===== src/sv/ist_pkg.sv =====
// Shared types and constants for the integer set table.
`default_nettype none
package ist_pkg;

  // Number of cells in the table
  localparam int CAPACITY = 128;
  // Width of the member counter (holds 0..CAPACITY)
  localparam int CNT_W = $clog2(CAPACITY + 1);

  // Operation codes
  localparam logic [1:0] OP_ADD    = 2'd0;
  localparam logic [1:0] OP_REMOVE = 2'd1;
  localparam logic [1:0] OP_LOOKUP = 2'd2;
  localparam logic [1:0] OP_CLEAR  = 2'd3;

  typedef struct packed {
    logic [1:0]         mode;
    logic signed [31:0] value;
  } in_item_t;

  typedef struct packed {
    logic       found;
    logic       changed;
    logic       full_reject;
    logic [7:0] entry_count;
    logic       is_empty;
  } out_item_t;

  // Controls broadcast to every cell
  typedef struct packed {
    logic        cmp_en;    // capture compare result against cmp_key
    logic        shift_en;  // remove: cells at or past the hit take neighbor value
    logic [31:0] cmp_key;
    logic [31:0] wr_data;
  } cell_ctl_t;

endpackage
`default_nettype wire


===== src/sv/ist_cell.sv =====
// One table cell: holds a member, compares it with the key and shifts on remove.
`default_nettype none
module ist_cell (
  input  wire logic              clk,
  input  wire ist_pkg::cell_ctl_t ctl,
  input  wire logic              live,       // cell index is below the member count
  input  wire logic              wr_en,      // append target
  input  wire logic              hit_in,     // a match sits in an earlier cell
  input  wire logic [31:0]       next_value, // value of the following cell
  output logic [31:0]            value,
  output logic                   hit_out
);
  import ist_pkg::*;

  logic [31:0] value_r, value_nxt;
  logic        match_r;

  // Remove shifts down every cell from the matching one onward
  always_comb begin
    value_nxt = value_r;
    if (wr_en) begin
      value_nxt = ctl.wr_data;
    end else if (ctl.shift_en && (hit_in || match_r)) begin
      value_nxt = next_value;
    end
  end

  always_ff @(posedge clk) begin
    value_r <= value_nxt;
    if (ctl.cmp_en) begin
      match_r <= live && (value_r == ctl.cmp_key);
    end
  end

  assign value   = value_r;
  assign hit_out = hit_in || match_r;

endmodule
`default_nettype wire


===== config.mk =====
export PLATFORM = sky130hd
export DESIGN_NAME = ist_cell
export DESIGN_NICKNAME = d
export VERILOG_FILES = /design/src/sv/ist_pkg.sv /design/src/sv/ist_cell.sv
export SDC_FILE = /design/constraint.sdc
export NUM_CORES = 1
export LEC_CHECK = 0
export BUFFER_PORTS_ARGS = -buffer_cell sky130_fd_sc_hd__buf_2
export CAP_MARGIN = 20
export CORE_UTILIZATION = 35
export CTS_CLUSTER_SIZE = 25
export DETAILED_ROUTE_END_ITERATION = 16
export PLACE_DENSITY = 0.8
export REMOVE_ABC_BUFFERS = 1
export SYNTH_ARGS = -nofsm -noshare
export SYNTH_HDL_FRONTEND = slang
export SYNTH_SLANG_ARGS = --single-unit

===== constraint.sdc =====
create_clock -name clk -period 2.4 [get_ports clk]
set_clock_uncertainty 0.1 [all_clocks]
set_input_delay 0.24 -clock clk [delete_from_list [all_inputs] [get_ports clk]]
set_output_delay 0.24 -clock clk [all_outputs]
set_load 0.01 [all_outputs]

# After elaboration in Yosys (flattened, before gate mapping)
# Index checks and enable logic that the tools add are counted.
word_totals:
  register_bits: 33
  in_bits: 102
classes:
  eq_ne: 1
  n_mux: 2
  reduce_logical: 4
op_table:
  columns: ["op", "n"]
  rows:
  - ["32-bit 2-to-1 mux", 2]
  - ["32-bit equality test", 1]
  - ["1-bit logical AND", 2]
  - ["2-bit nonzero test", 1]
  - ["1-bit logical OR", 1]

# Logic depth before layout (Yosys ltp)
# Gate-level depths: netlist of the first run.
logic_depth:
  depth_word: 4
  ltp_mapped: 4

# Worst setup path before layout of the first run
# OpenSTA, ideal clock, no wires.
synth_timing:
  path_type: "input-to-reg"
  start: "input port wr_en"
  end: "register value_r[0] (netlist: value[0]), enable pin"
  arrival_time_ns: 1.291
  path_slack_ns: 0.621
  cell_stages: 3
  path_buffers: 2
  path_cell_list: "buf_2 -> buf_2 -> a21o_1"
synth_between:
  elab_chain_cells: 1
synth_rtl:
  columns: ["item", "line", "rtl"]
  rows:
  - ["from (decl)", "ist_cell.sv:7", "input wire logic wr_en,"]
  - ["2-bit nonzero test (no source line)", null, null]
  - ["to (signal assigned)", "ist_cell.sv:29", "value_r <= value_nxt;"]
  - ["to (decl)", "ist_cell.sv:15", "logic [31:0] value_r, value_nxt;"]
# No other way between the ends.
# A chain may end at the register's enable or synchronous reset.

# Worst setup path after layout of the first run
layout_timing:
  start: "register value_r[25] (netlist: value[25])"
  end: "register match_r (data pin)"
layout_between:
  elab_chain_cells: 2
layout_rtl:
  columns: ["item", "line", "rtl"]
  rows:
  - ["32-bit equality test", "ist_cell.sv:31", "match_r <= live && (value_r == ctl.cmp_key);"]
  - ["1-bit logical AND", "ist_cell.sv:31", null]
  - ["to (signal assigned)", "ist_cell.sv:31", null]
  - ["to (decl)", "ist_cell.sv:16", "logic match_r;"]
# No other way between the ends.

==> results of run 1 <==
-- flip-flops by register name, summed over array words and instances (netlist names) --
name and count:
value 32, match_r 1
-- worst max-delay path, cell delays in order (launching register included) --
cell and delay [ns]:
sky130_fd_sc_hd__edfxtp_1 0.40, sky130_fd_sc_hd__xor2_1 0.16, sky130_fd_sc_hd__nor4_1 0.44, sky130_fd_sc_hd__nand4_1 0.18, sky130_fd_sc_hd__nor3_2 0.21
-- worst min-delay path by stage --
stage          slack [ns]       to     from
2_1_floorplan        0.25  match_r  ctl[65]
3_3_place_gp         0.35  match_r  ctl[65]
3_5_place_dp         0.35  match_r  ctl[65]
4_1_cts              0.06  match_r  ctl[65]
5_1_grt              0.06  match_r  ctl[65]
6_report             0.07  match_r  ctl[65]
-- Yosys cell counts (all sizes together) --
library cell,count,area (µm²)
xnor2,1,8.760
edfxtp,33,991.0
nand3,2,10.01
nand4,1,6.260
buf,4,20.02
xor2,31,271.5
a21o,1,7.510
nor4,7,43.79
or2,1,6.260
nor3,2,15.01
mux2,32,360.4
-- power groups by stage --
| stage | Clock [mW] | Combinational [mW] | Sequential [mW] |
|---|---|---|---|
| final | 0.387 | 0.292 | 0.726 |
| after floorplan | 0 | 0.105 | 0.761 |
| after CTS | 0.407 | 0.298 | 0.727 |
| after detailed placement | 0 | 0.296 | 0.739 |
| after global routing | 0.429 | 0.322 | 0.732 |
| after global placement | 0 | 0.292 | 0.736 |
-- metal layers --
| metal | GRT usage | vias to the layer above |
|---|---|---|
| met3 | 0.05139 | 2 |
| met1 | 0.1955 | 636 |
| met5 | 0 | - |
| met2 | 0.3022 | 74 |
| li1 | - | 704 |
| met4 | 0.05229 | 0 |
-- through the flow --
stage / power [mW] / instance area, µm² / setup slack (ns) / utilization
after floorplan: 0.8659 / 1720 / 0.7328 / -
after global placement: 1.028 / 2502 / 0.7466 / 0.5263
after detailed placement: 1.036 / 2502 / 0.7216 / 0.5263
after CTS: 1.432 / 2585 / 0.6916 / 0.5437
after global routing: 1.483 / 2585 / 0.6435 / 0.5437
final: 1.406 / 2585 / 0.7578 / 0.5437
-- cell type report --
cell class / instances / area, µm² / area share
well taps: 67 / 83.83 / 0.03243
clock buffers: 6 / 72.57 / 0.02807
clock inverters: 2 / 10.01 / 0.003872
repair buffers: 136 / 698.2 / 0.2701
multi-input cells: 78 / 729.5 / 0.2822
flip-flops and latches: 33 / 991.0 / 0.3833
-- cell families after synthesis --
kind of cell | share of synthesized area
flip-flops | 0.5694
buffers and inverters | 0.01150
multiplexers | 0.2070
AND/OR/NAND/NOR | 0.04673
AO/OA/AOI/OAI | 0.004315
XOR/XNOR | 0.1610
==> run summary, run 1 <==
The logs give 2195 µm for the length of routed met2 wiring and 33 for the maximum number of pins on one net before global-route repair. The net switching fraction of the power was 0.2464; the final cell count without fillers was 322. In this run the power spent charging and discharging nets is 346.5 µW. The repair_antennas step left the layout with diodes totalling 0. The later pin in the worst-skew pair is clocked with a latency of 0.27 ns. The final period utilization was 0.6843; the actual slew at the worst max-slew pin was 0.4410 ns.

Setup repair after global routing left no endpoint under its margin. The growth of design area from synthesis to finish is 48.53%, and the initial antenna violation count is 0. For the fraction of the yosys area taken by sequential cells, the log shows 0.5694. The per-cell routed wire length came out at 13.45 µm. The number of clock sinks is 33. For the worst setup path, the data arrival time is 1.66 ns. The analysis attributes to cell leakage a power of 1.191 nW. CTS placed an instance of sky130_fd_sc_hd__clkbuf_8 at the clock tree root. In this run the worst path has a maximum fanout of 2. Wires add up to 4332 µm.

The library cells used most frequently in the layout, excluding fill and tap cells, are sky130_fd_sc_hd__buf_2, sky130_fd_sc_hd__edfxtp_1, sky130_fd_sc_hd__mux2_2, sky130_fd_sc_hd__xor2_1, sky130_fd_sc_hd__nor4_1. At the end of routability-driven placement, the weighted congestion stood at 0.7174. The length in cells of the worst reg-to-reg path works out to 4. Time the worst path needs with I/O delays and setup: 1.642 ns. The run gives 0.208 as the relative contribution of combinational cells to total power. STA classifies the critical path startpoint as a register. Endpoint required time on the critical path: 2.42 ns. The tools report the end of the worst register-to-register path as match_r.

The row count is 25, and the detailed-route vias per instance is 4.398. The first detailed-routing pass ran for 4 iterations. Maximum achievable frequency: 608.9 MHz.

For the internal power, the log shows 1.060 mW. The synthesized netlist cell count came out at 115. The part of the power in the clock network came out at 0.275. The cell count after placement came out at 314. The first global-routing pass estimated 6527 µm of wire. The logs give 0.1699 for the global-route total usage across every layer and 1750 µm for the sum of routed wire segments on met1. For this run, the post-layout net count is 356. Total negative slack: 0 ns. The run gives 1386 as the via count of the first global-routing pass. The run gives 0 as the hold violation total from the final report. The tools report the origin of the worst setup path as value[25]. Post-CTS clock slew at the launch and capture registers of the worst setup and hold paths: 0.07 ns.

135 I/O pins were placed. The tools report the sequential share of power as 0.517. Wire segments on met3 add up to 364 µm in the final route. Across the run, the number of max-cap violations was 0. The headroom to the max-slew limit is 0.7033. The number of distinct library cells after synthesis came out at 12. STA classifies the critical path endpoint as a register. The mean area per synthesized cell is 15.13 µm², and the half-perimeter wire length after detailed placement is 3533 µm.

The max-slew violation total from the final report was 0. The area of the die came out at 5258 µm². Summing every instance area after synthesis gives 1740 µm². In the routed design, unresolved DRC markers number 0. For this design the ratio of total power to cell area is 543.9 nW/µm². In this run the remaining antenna-violating nets after routing total 0. The total overflow left after global routing is 0. Maximum resistive drop on vdd: 0.3073 mV.

Synthesis inferred 33 register bits. The die is 72.52 µm tall. The flow ran to the end, and the final reports show no timing, DRC or antenna violations.

The hold buffer count at CTS came out at 0. The width of the die is 72.52 µm, and the number of gates resized after cts is 0. The initial cell density of the core came out at 0.3661. The logs give 69 for the number of design-rule violations left by the first detailed-router iteration and 2 for the worst-case clock buffer depth.

The tools report the total of fill cells in the finished design as 435. The uppermost signal routing layer after detailed routing is met4. Number of buffers added for setup after CTS: 0. The library cell used most frequently in the layout, excluding fill and tap cells, is sky130_fd_sc_hd__buf_2. The hold path depth works out to 1. Fraction of layout instances using a drive strength above 1: 0.6941.

The worst setup path category was reg -> reg. The path category of the worst min-delay check is in -> reg. The tools report the core region area as 4755 µm².

The CTS buffer count is 5, and the internal reg-to-reg setup slack is 0.76 ns. Buffers placed on the I/O ports in this run total 134. TritonCTS built the clock tree. The clock tree synthesis step divided the H-tree into 2 levels. The tightest hold margin is 0.07149 ns, and the total via count in the routed design is 1416. The critical register-to-register path startpoint was value[25]. For this run, the number of Yosys warnings is 0. The worst setup path endpoint is match_r. Setup violations remaining at the end of the flow were counted as 0.
Note: power is estimated with default switching activity, not from simulation.
==> run 2, diff against run 1 <==
--- a/config.mk
+++ b/config.mk
@@ -10,7 +10,7 @@
 export CORE_UTILIZATION = 35
 export CTS_CLUSTER_SIZE = 25
 export DETAILED_ROUTE_END_ITERATION = 16
-export PLACE_DENSITY = 0.8
+export PLACE_DENSITY = 0.83
 export REMOVE_ABC_BUFFERS = 1
 export SYNTH_ARGS = -nofsm -noshare
 export SYNTH_HDL_FRONTEND = slang
==> constraint.sdc (replaced) <==
create_clock -name clk -period 1.4 [get_ports clk]
set_clock_uncertainty 0.1 [all_clocks]
set_input_delay 0.14 -clock clk [delete_from_list [all_inputs] [get_ports clk]]
set_output_delay 0.14 -clock clk [all_outputs]
set_load 0.01 [all_outputs]
==> run summary, run 2 (synthesis results as in run 1) <==
For the clock latency on the worst-skew pair, the log shows 0.28 ns (was 0.27 ns). The die outline height was 72.52 µm (unchanged); the width of the die was 72.52 µm (unchanged). The tools report the number of buffers added for setup after CTS as 0 (unchanged). Net switching fraction of the power: 0.2535 (was 0.2464). The tools report the root buffer selected by CTS as sky130_fd_sc_hd__clkbuf_8 (unchanged). The worst setup margin is -0.06752 ns (was 0.7578 ns). The logs give 991.0 µm² (unchanged) for the sequential cell area in the final layout and 625.9 µW (was 346.5 µW) for the switching power summed over all nets. Slowest cell on the critical path: sky130_fd_sc_hd__edfxtp_1 (was sky130_fd_sc_hd__nor4_1). For the overall routed net length, the log shows 4402 µm (was 4332 µm). The headroom to the max-slew limit came out at 0.7950 (was 0.7033).

The final reports fail on setup timing. The largest stage delay on the critical path came out at 0.41 ns (was 0.44 ns). The worst setup slack before clock tree synthesis was -0.1195 ns (was 0.7216 ns). The tools report the number of clock sinks as 33 (unchanged).

The run gives 1.51 ns (was 1.66 ns) as the data arrival time of the worst path. The post-CTS clock slew at the launch and capture registers of the worst setup and hold paths is 0.07 ns (about the same). The most heavily used metal layer in global routing is met2 (unchanged). The static leakage was 1.229 nW (was 1.191 nW); the met3 routing resource usage after global routing was 0.06111 (was 0.05139). Maximum achievable frequency: 681.4 MHz (was 608.9 MHz). The total congestion overflow was 0 (unchanged); the post-detailed-route count of antenna-violating nets was 0 (unchanged). The power density normalized to cell area works out to 920.0 nW/µm² (was 543.9 nW/µm²). Commonest non-fill, non-tap cells in the layout: sky130_fd_sc_hd__buf_2, sky130_fd_sc_hd__edfxtp_1, sky130_fd_sc_hd__mux2_2, sky130_fd_sc_hd__xor2_1 (was sky130_fd_sc_hd__buf_2, sky130_fd_sc_hd__edfxtp_1, sky130_fd_sc_hd__mux2_2, sky130_fd_sc_hd__xor2_1, sky130_fd_sc_hd__nor4_1). TritonCTS built the clock tree.

The tools report the number of antenna cells inserted as 0 (unchanged). The kind of cell adding the most delay to the critical path is simple AND/OR/NAND/NOR gates (unchanged). The logs give 0 (unchanged) for the number of maximum-capacitance violations and 1451 (was 1416) for the total via count in the routed design. The tools report the post-placement cell area as 2537 µm² (was 2502 µm²). The area of the die is 5258 µm² (unchanged), and the global-route total usage across every layer is 0.1657 (was 0.1699).

The run gives 135 (unchanged) as the number of primary I/O pins. The highest fanout seen on the critical path is 2 (unchanged). The total of fill cells in the finished design is 430 (was 435). The run finished, with violations left. The total iterations of the first detailed-routing run was 4 (unchanged).

The path category of the worst min-delay check is in -> reg (unchanged). The growth of design area from synthesis to finish works out to 54.21% (was 48.53%). Worst setup path category: reg -> reg (unchanged). The global placement routability congestion was 0.7628 (was 0.7174). The level count of the clock H-tree was 2 (unchanged); the final period utilization was 1.048 (was 0.6843).

Fraction of layout instances using a drive strength above 1: 0.7115 (was 0.6941). The residual DRC count is 0 (unchanged), and the area occupied by multi-input gates is 752.0 µm² (was 729.5 µm²). The initial cell density of the core was 0.3661 (unchanged). The initial antenna violation count was 0 (unchanged). Critical-path cell list: xor2_1 -> nor4_1 -> nand3_1 -> nor3_2 (was xor2_1 -> nor4_1 -> nand4_1 -> nor3_2). The via count of the first global-routing pass was 1382 (was 1386); the port buffer count was 134 (unchanged). The final net count was 361 (was 356); the time the worst path needs with I/O delays and setup was 1.468 ns (was 1.642 ns).

The detailed-route vias per instance was 4.437 (was 4.398); the row count was 25 (unchanged). The final design instance area without fill is 2684 µm² (was 2585 µm²), and the global-route wire length before repair is 6368 µm (was 6527 µm). The tools report the maximum resistive drop on vdd as 0.3369 mV (was 0.3073 mV). The part of the power in the clock network was 0.276 (was 0.275); the count of final setup violators was 1 (was 0). The max-slew violation total from the final report was 0 (unchanged); the internal power was 1.843 mW (was 1.060 mW). The logs give 0.3115 (was 0.3022) for the fraction of met2 tracks used by global routing and 3525 µm (was 3533 µm) for the half-perimeter wire length after detailed placement. The run gives 0.222 (was 0.208) as the relative contribution of combinational cells to total power. The hold violation total from the final report came out at 0 (unchanged).

Setup repair after global routing could not meet its margin everywhere. The total buffers and inverters traversed by the critical path came out at 0 (unchanged). The endpoint required time on the critical path is 1.44 ns (was 2.42 ns), and the actual slew at the worst max-slew pin is 0.3046 ns (was 0.4410 ns).

The per-cell routed wire length was 13.46 µm (was 13.45 µm). The most common library cell in the layout ignoring fill and taps was sky130_fd_sc_hd__buf_2 (unchanged). Global routing usage on met1: 0.1714 (was 0.1955).

The total negative slack was -0.06752 ns (was 0 ns); the core region area was 4755 µm² (unchanged). The startpoint kind of the worst setup timing path is a register (unchanged). The run gives 64 (was 69) as the number of design-rule violations left by the first detailed-router iteration. The logs give 5 (unchanged) for the CTS buffer count and 2 (unchanged) for the worst-case clock buffer depth.

The sequential share of power is 0.503 (was 0.517), and the number of flip-flops in the largest register is 32 (unchanged). Kind of capture point of the worst setup path: a register (unchanged). The maximum number of pins on one net before global-route repair was 34 (was 33).
==> run 2: cell type report <==
class | instances | share of cell area
repair buffers | 141 | 0.2872
well taps | 67 | 0.03124
clock buffers | 5 | 0.02564
flip-flops and latches | 33 | 0.3692
clock inverters | 3 | 0.006527
multi-input cells | 78 | 0.2802
==> run 2: path summary, 6_finish.rpt <==
path | slack [ns] | cells past startpoint | startpoint | to
min | 0.06 | 2 | ctl[23] | value[23]
min reg2reg | 0.66 | 3 | value[7] | match_r
max reg2reg | -0.07 | 4 | value[0] | match_r
max | -0.07 | 4 | value[0] | match_r
==> run 2: metal layers <==
| metal | vias up | wire [µm] |
|---|---|---|
| met5 | - | 0 |
| met4 | 0 | 51 |
| met3 | 5 | 361 |
| met2 | 71 | 2401 |
| met1 | 660 | 1588 |
| li1 | 715 | - |
==> run 2: per-stage QoR <==
stage          total power [mW]  instances    util  hold slack, ns
6_report                  2.469        327  0.5645         0.05610
3_3_place_gp              1.773        317  0.5337          0.2397
4_1_cts                   2.502        327  0.5618         0.04665
3_5_place_dp              1.791        317  0.5337          0.2422
2_1_floorplan             1.484        111       -          0.1525
5_1_grt                   2.590        327  0.5645         0.04675
==> run 2: power groups by stage <==
stage	combinational (mW)	sequential [mW]	clock, mW
final	0.547	1.24	0.680
after global routing	0.592	1.25	0.746
after CTS	0.547	1.24	0.712
after detailed placement	0.526	1.27	0
after global placement	0.514	1.26	0
after floorplan	0.179	1.31	0
==> run 2: timing repair <==
item                       4_1_cts  5_1_grt
hold buffers                     1        0
hold endpoints to repair         1        0
pin swaps                        4        0
setup endpoints to repair       33        1
gates resized for setup          3        2
gates cloned                     1        0
==> run 3, diff against run 2 <==
--- a/config.mk
+++ b/config.mk
@@ -5,12 +5,13 @@
 export SDC_FILE = /design/constraint.sdc
 export NUM_CORES = 1
 export LEC_CHECK = 0
+export ABC_AREA = 0
 export BUFFER_PORTS_ARGS = -buffer_cell sky130_fd_sc_hd__buf_2
 export CAP_MARGIN = 20
 export CORE_UTILIZATION = 35
 export CTS_CLUSTER_SIZE = 25
 export DETAILED_ROUTE_END_ITERATION = 16
-export PLACE_DENSITY = 0.83
+export PLACE_DENSITY = 0.86
 export REMOVE_ABC_BUFFERS = 1
 export SYNTH_ARGS = -nofsm -noshare
 export SYNTH_HDL_FRONTEND = slang
==> run summary, run 3 (synthesis results as in run 1) <==
The logs give 0 (unchanged) for the number of maximum-capacitance violations and 0 (unchanged) for the total congestion overflow. Maximum number of pins on one net before global-route repair: 34 (unchanged). The post-CTS clock slew at the launch and capture registers of the worst setup and hold paths is 0.06 ns (was 0.07 ns). The length in cells of the worst reg-to-reg path came out at 4 (unchanged). For the area of the die, the log shows 5258 µm² (unchanged).

The total iterations of the first detailed-routing run was 3 (was 4); the total of fill cells in the finished design was 419 (was 430). The hold violation total from the final report is 0 (unchanged). Total negative slack: -0.09410 ns (was -0.06752 ns). The half-perimeter wire length after detailed placement is 3541 µm (was 3525 µm).

The hold path depth is 2 (unchanged). Commonest non-fill, non-tap cells in the layout: sky130_fd_sc_hd__buf_2, sky130_fd_sc_hd__edfxtp_1, sky130_fd_sc_hd__mux2_2, sky130_fd_sc_hd__xor2_1, sky130_fd_sc_hd__buf_4 (was sky130_fd_sc_hd__buf_2, sky130_fd_sc_hd__edfxtp_1, sky130_fd_sc_hd__mux2_2, sky130_fd_sc_hd__xor2_1). The global placement routability congestion is 0.7415 (was 0.7628), and the static leakage is 1.271 nW (was 1.229 nW). The worst hold path startpoint was ctl[24] (was ctl[23]). The number of flip-flops in the largest register works out to 32 (unchanged). The run gives 2.657 mW (was 2.469 mW) as the total power.

For the worst setup margin, the log shows -0.06696 ns (was -0.06752 ns). The fraction of layout instances using a drive strength above 1 was 0.7191 (was 0.7115); the post-placement cell area was 2567 µm² (was 2537 µm²). The power density normalized to cell area came out at 961.4 nW/µm² (was 920.0 nW/µm²).

The row count is 25 (unchanged). The tools report the via count of the first global-routing pass as 1522 (was 1382). The run gives 0.1799 (was 0.1657) as the global-route total usage across every layer. The per-cell routed wire length came out at 13.49 µm (was 13.46 µm).

The overall routed net length came out at 4505 µm (was 4402 µm). The CTS buffer count was 5 (unchanged); the port buffer count was 134 (unchanged). The tools report the core region area as 4755 µm² (unchanged). For the total via count in the routed design, the log shows 1483 (was 1451). The tools report the startpoint kind of the worst setup timing path as a register (unchanged). The run gives 764.5 µm² (was 752.0 µm²) as the area occupied by multi-input gates. The run gives 0 (unchanged) as the number of antenna cells inserted. The root buffer selected by CTS is sky130_fd_sc_hd__clkbuf_8 (unchanged).

Critical register-to-register path startpoint: value[18] (was value[0]). The number of clock sinks is 33 (unchanged). The kind of capture point of the worst setup path is a register (unchanged).

The tools report the origin of the worst setup path as value[18] (was value[0]). Violated checks: setup timing (unchanged). The worst-case clock buffer depth came out at 2 (unchanged). Die outline height: 72.52 µm (unchanged). The residual DRC count was 0 (unchanged). Number of primary I/O pins: 135 (unchanged). The actual slew at the worst max-slew pin is 0.3007 ns (was 0.3046 ns). The global-route wire length before repair is 6893 µm (was 6368 µm), and the growth of design area from synthesis to finish is 58.81% (was 54.21%). The endpoint required time on the critical path is 1.42 ns (was 1.44 ns), and the count of final setup violators is 2 (was 1). The run gives 368 (was 361) as the final net count. TritonCTS built the clock tree. The path category of the worst min-delay check was in -> reg (unchanged). For the maximum achievable frequency, the log shows 681.7 MHz (was 681.4 MHz).

The time the worst path needs with I/O delays and setup was 1.467 ns (was 1.468 ns); the maximum resistive drop on vdd was 0.5183 mV (was 0.3369 mV). The worst setup path category was reg -> reg (unchanged). For the sequential cell area in the final layout, the log shows 991.0 µm² (unchanged). The flow ran to the end, but the final reports show violations. The highest fanout seen on the critical path was 2 (unchanged); the data arrival time of the worst path was 1.49 ns (was 1.51 ns). The initial antenna violation count came out at 0 (unchanged).

The initial cell density of the core was 0.3661 (unchanged); the width of the die was 72.52 µm (unchanged). The post-detailed-route count of antenna-violating nets is 0 (unchanged), and the number of design-rule violations left by the first detailed-router iteration is 36 (was 64). For the headroom to the max-slew limit, the log shows 0.7978 (was 0.7950). The final period utilization was 1.048 (about the same). The level count of the clock H-tree is 2 (unchanged), and the clock latency on the worst-skew pair is 0.27 ns (was 0.28 ns). Setup repair after global routing could not meet its margin everywhere. The final design instance area without fill is 2764 µm² (was 2684 µm²), and the max-slew violation total from the final report is 0 (unchanged). The internal reg-to-reg setup slack is -0.07 ns (about the same).

The most common library cell in the layout ignoring fill and taps was sky130_fd_sc_hd__buf_2 (unchanged). The tools report the worst setup slack before clock tree synthesis as -0.2185 ns (was -0.1195 ns). The detailed-route vias per instance came out at 4.440 (was 4.437).
[run 3: cell count changes in the layout (fill, tap and decap cells not counted), sizes merged]
| cell | delta |
|---|---|
| clkinvlp | -1 |
| buf | +7 |
| clkbuf | +1 |
| bufinv | +1 |
| clkinv | -1 |
[run 3: final timing paths]
kind / endpoint
setup / recovery: match_r
hold / removal: value[24]
setup reg to reg: match_r
hold reg to reg: match_r
[run 3: report_power, final]
part,switching (mW),internal (mW)
Sequential,0.0516,1.19
Combinational,0.243,0.327
Clock,0.318,0.525
[run 3: worst max-delay path: stages, from the launching register on]
cell and delay [ns]:
sky130_fd_sc_hd__edfxtp_1 0.40, sky130_fd_sc_hd__xor2_1 0.17, sky130_fd_sc_hd__nor4_2 0.35, sky130_fd_sc_hd__nand4_1 0.17
sky130_fd_sc_hd__nor3_2 0.12
[run 3: timing repair]
item | 4_1_cts | 5_1_grt
resized for setup | 5 | 4
cloned | 1 | 0
setup buffers | 2 | 2
hold buffers | 1 | 0
setup endpoints to repair | 33 | 17
pin swaps | 3 | 3
endpoints found under the hold margin | 1 | 0
[run 3: layer usage]
layer,part of all wire,track usage
met2,0.55,0.3427
met1,0.37,0.1872
met3,0.070,0.05278
met5,0,0
met4,0.0067,0.05882
[run 3: stage by stage]
step	hold slack, ns	util	std cells
floorplan	0.1525	-	111
global placement	0.2415	0.5400	321
global route	0.04326	0.5813	334
finish	0.06561	0.5813	334
CTS	0.05449	0.5776	333
detailed placement	0.2443	0.5400	321
[run 3: cell type report]
class / count / area share
sequential: 33 / 0.3585
multi-input combinational: 78 / 0.2766
tap: 67 / 0.03033
clock buffer: 6 / 0.02626
timing repair buffer: 148 / 0.2961
clock inverter: 2 / 0.01222
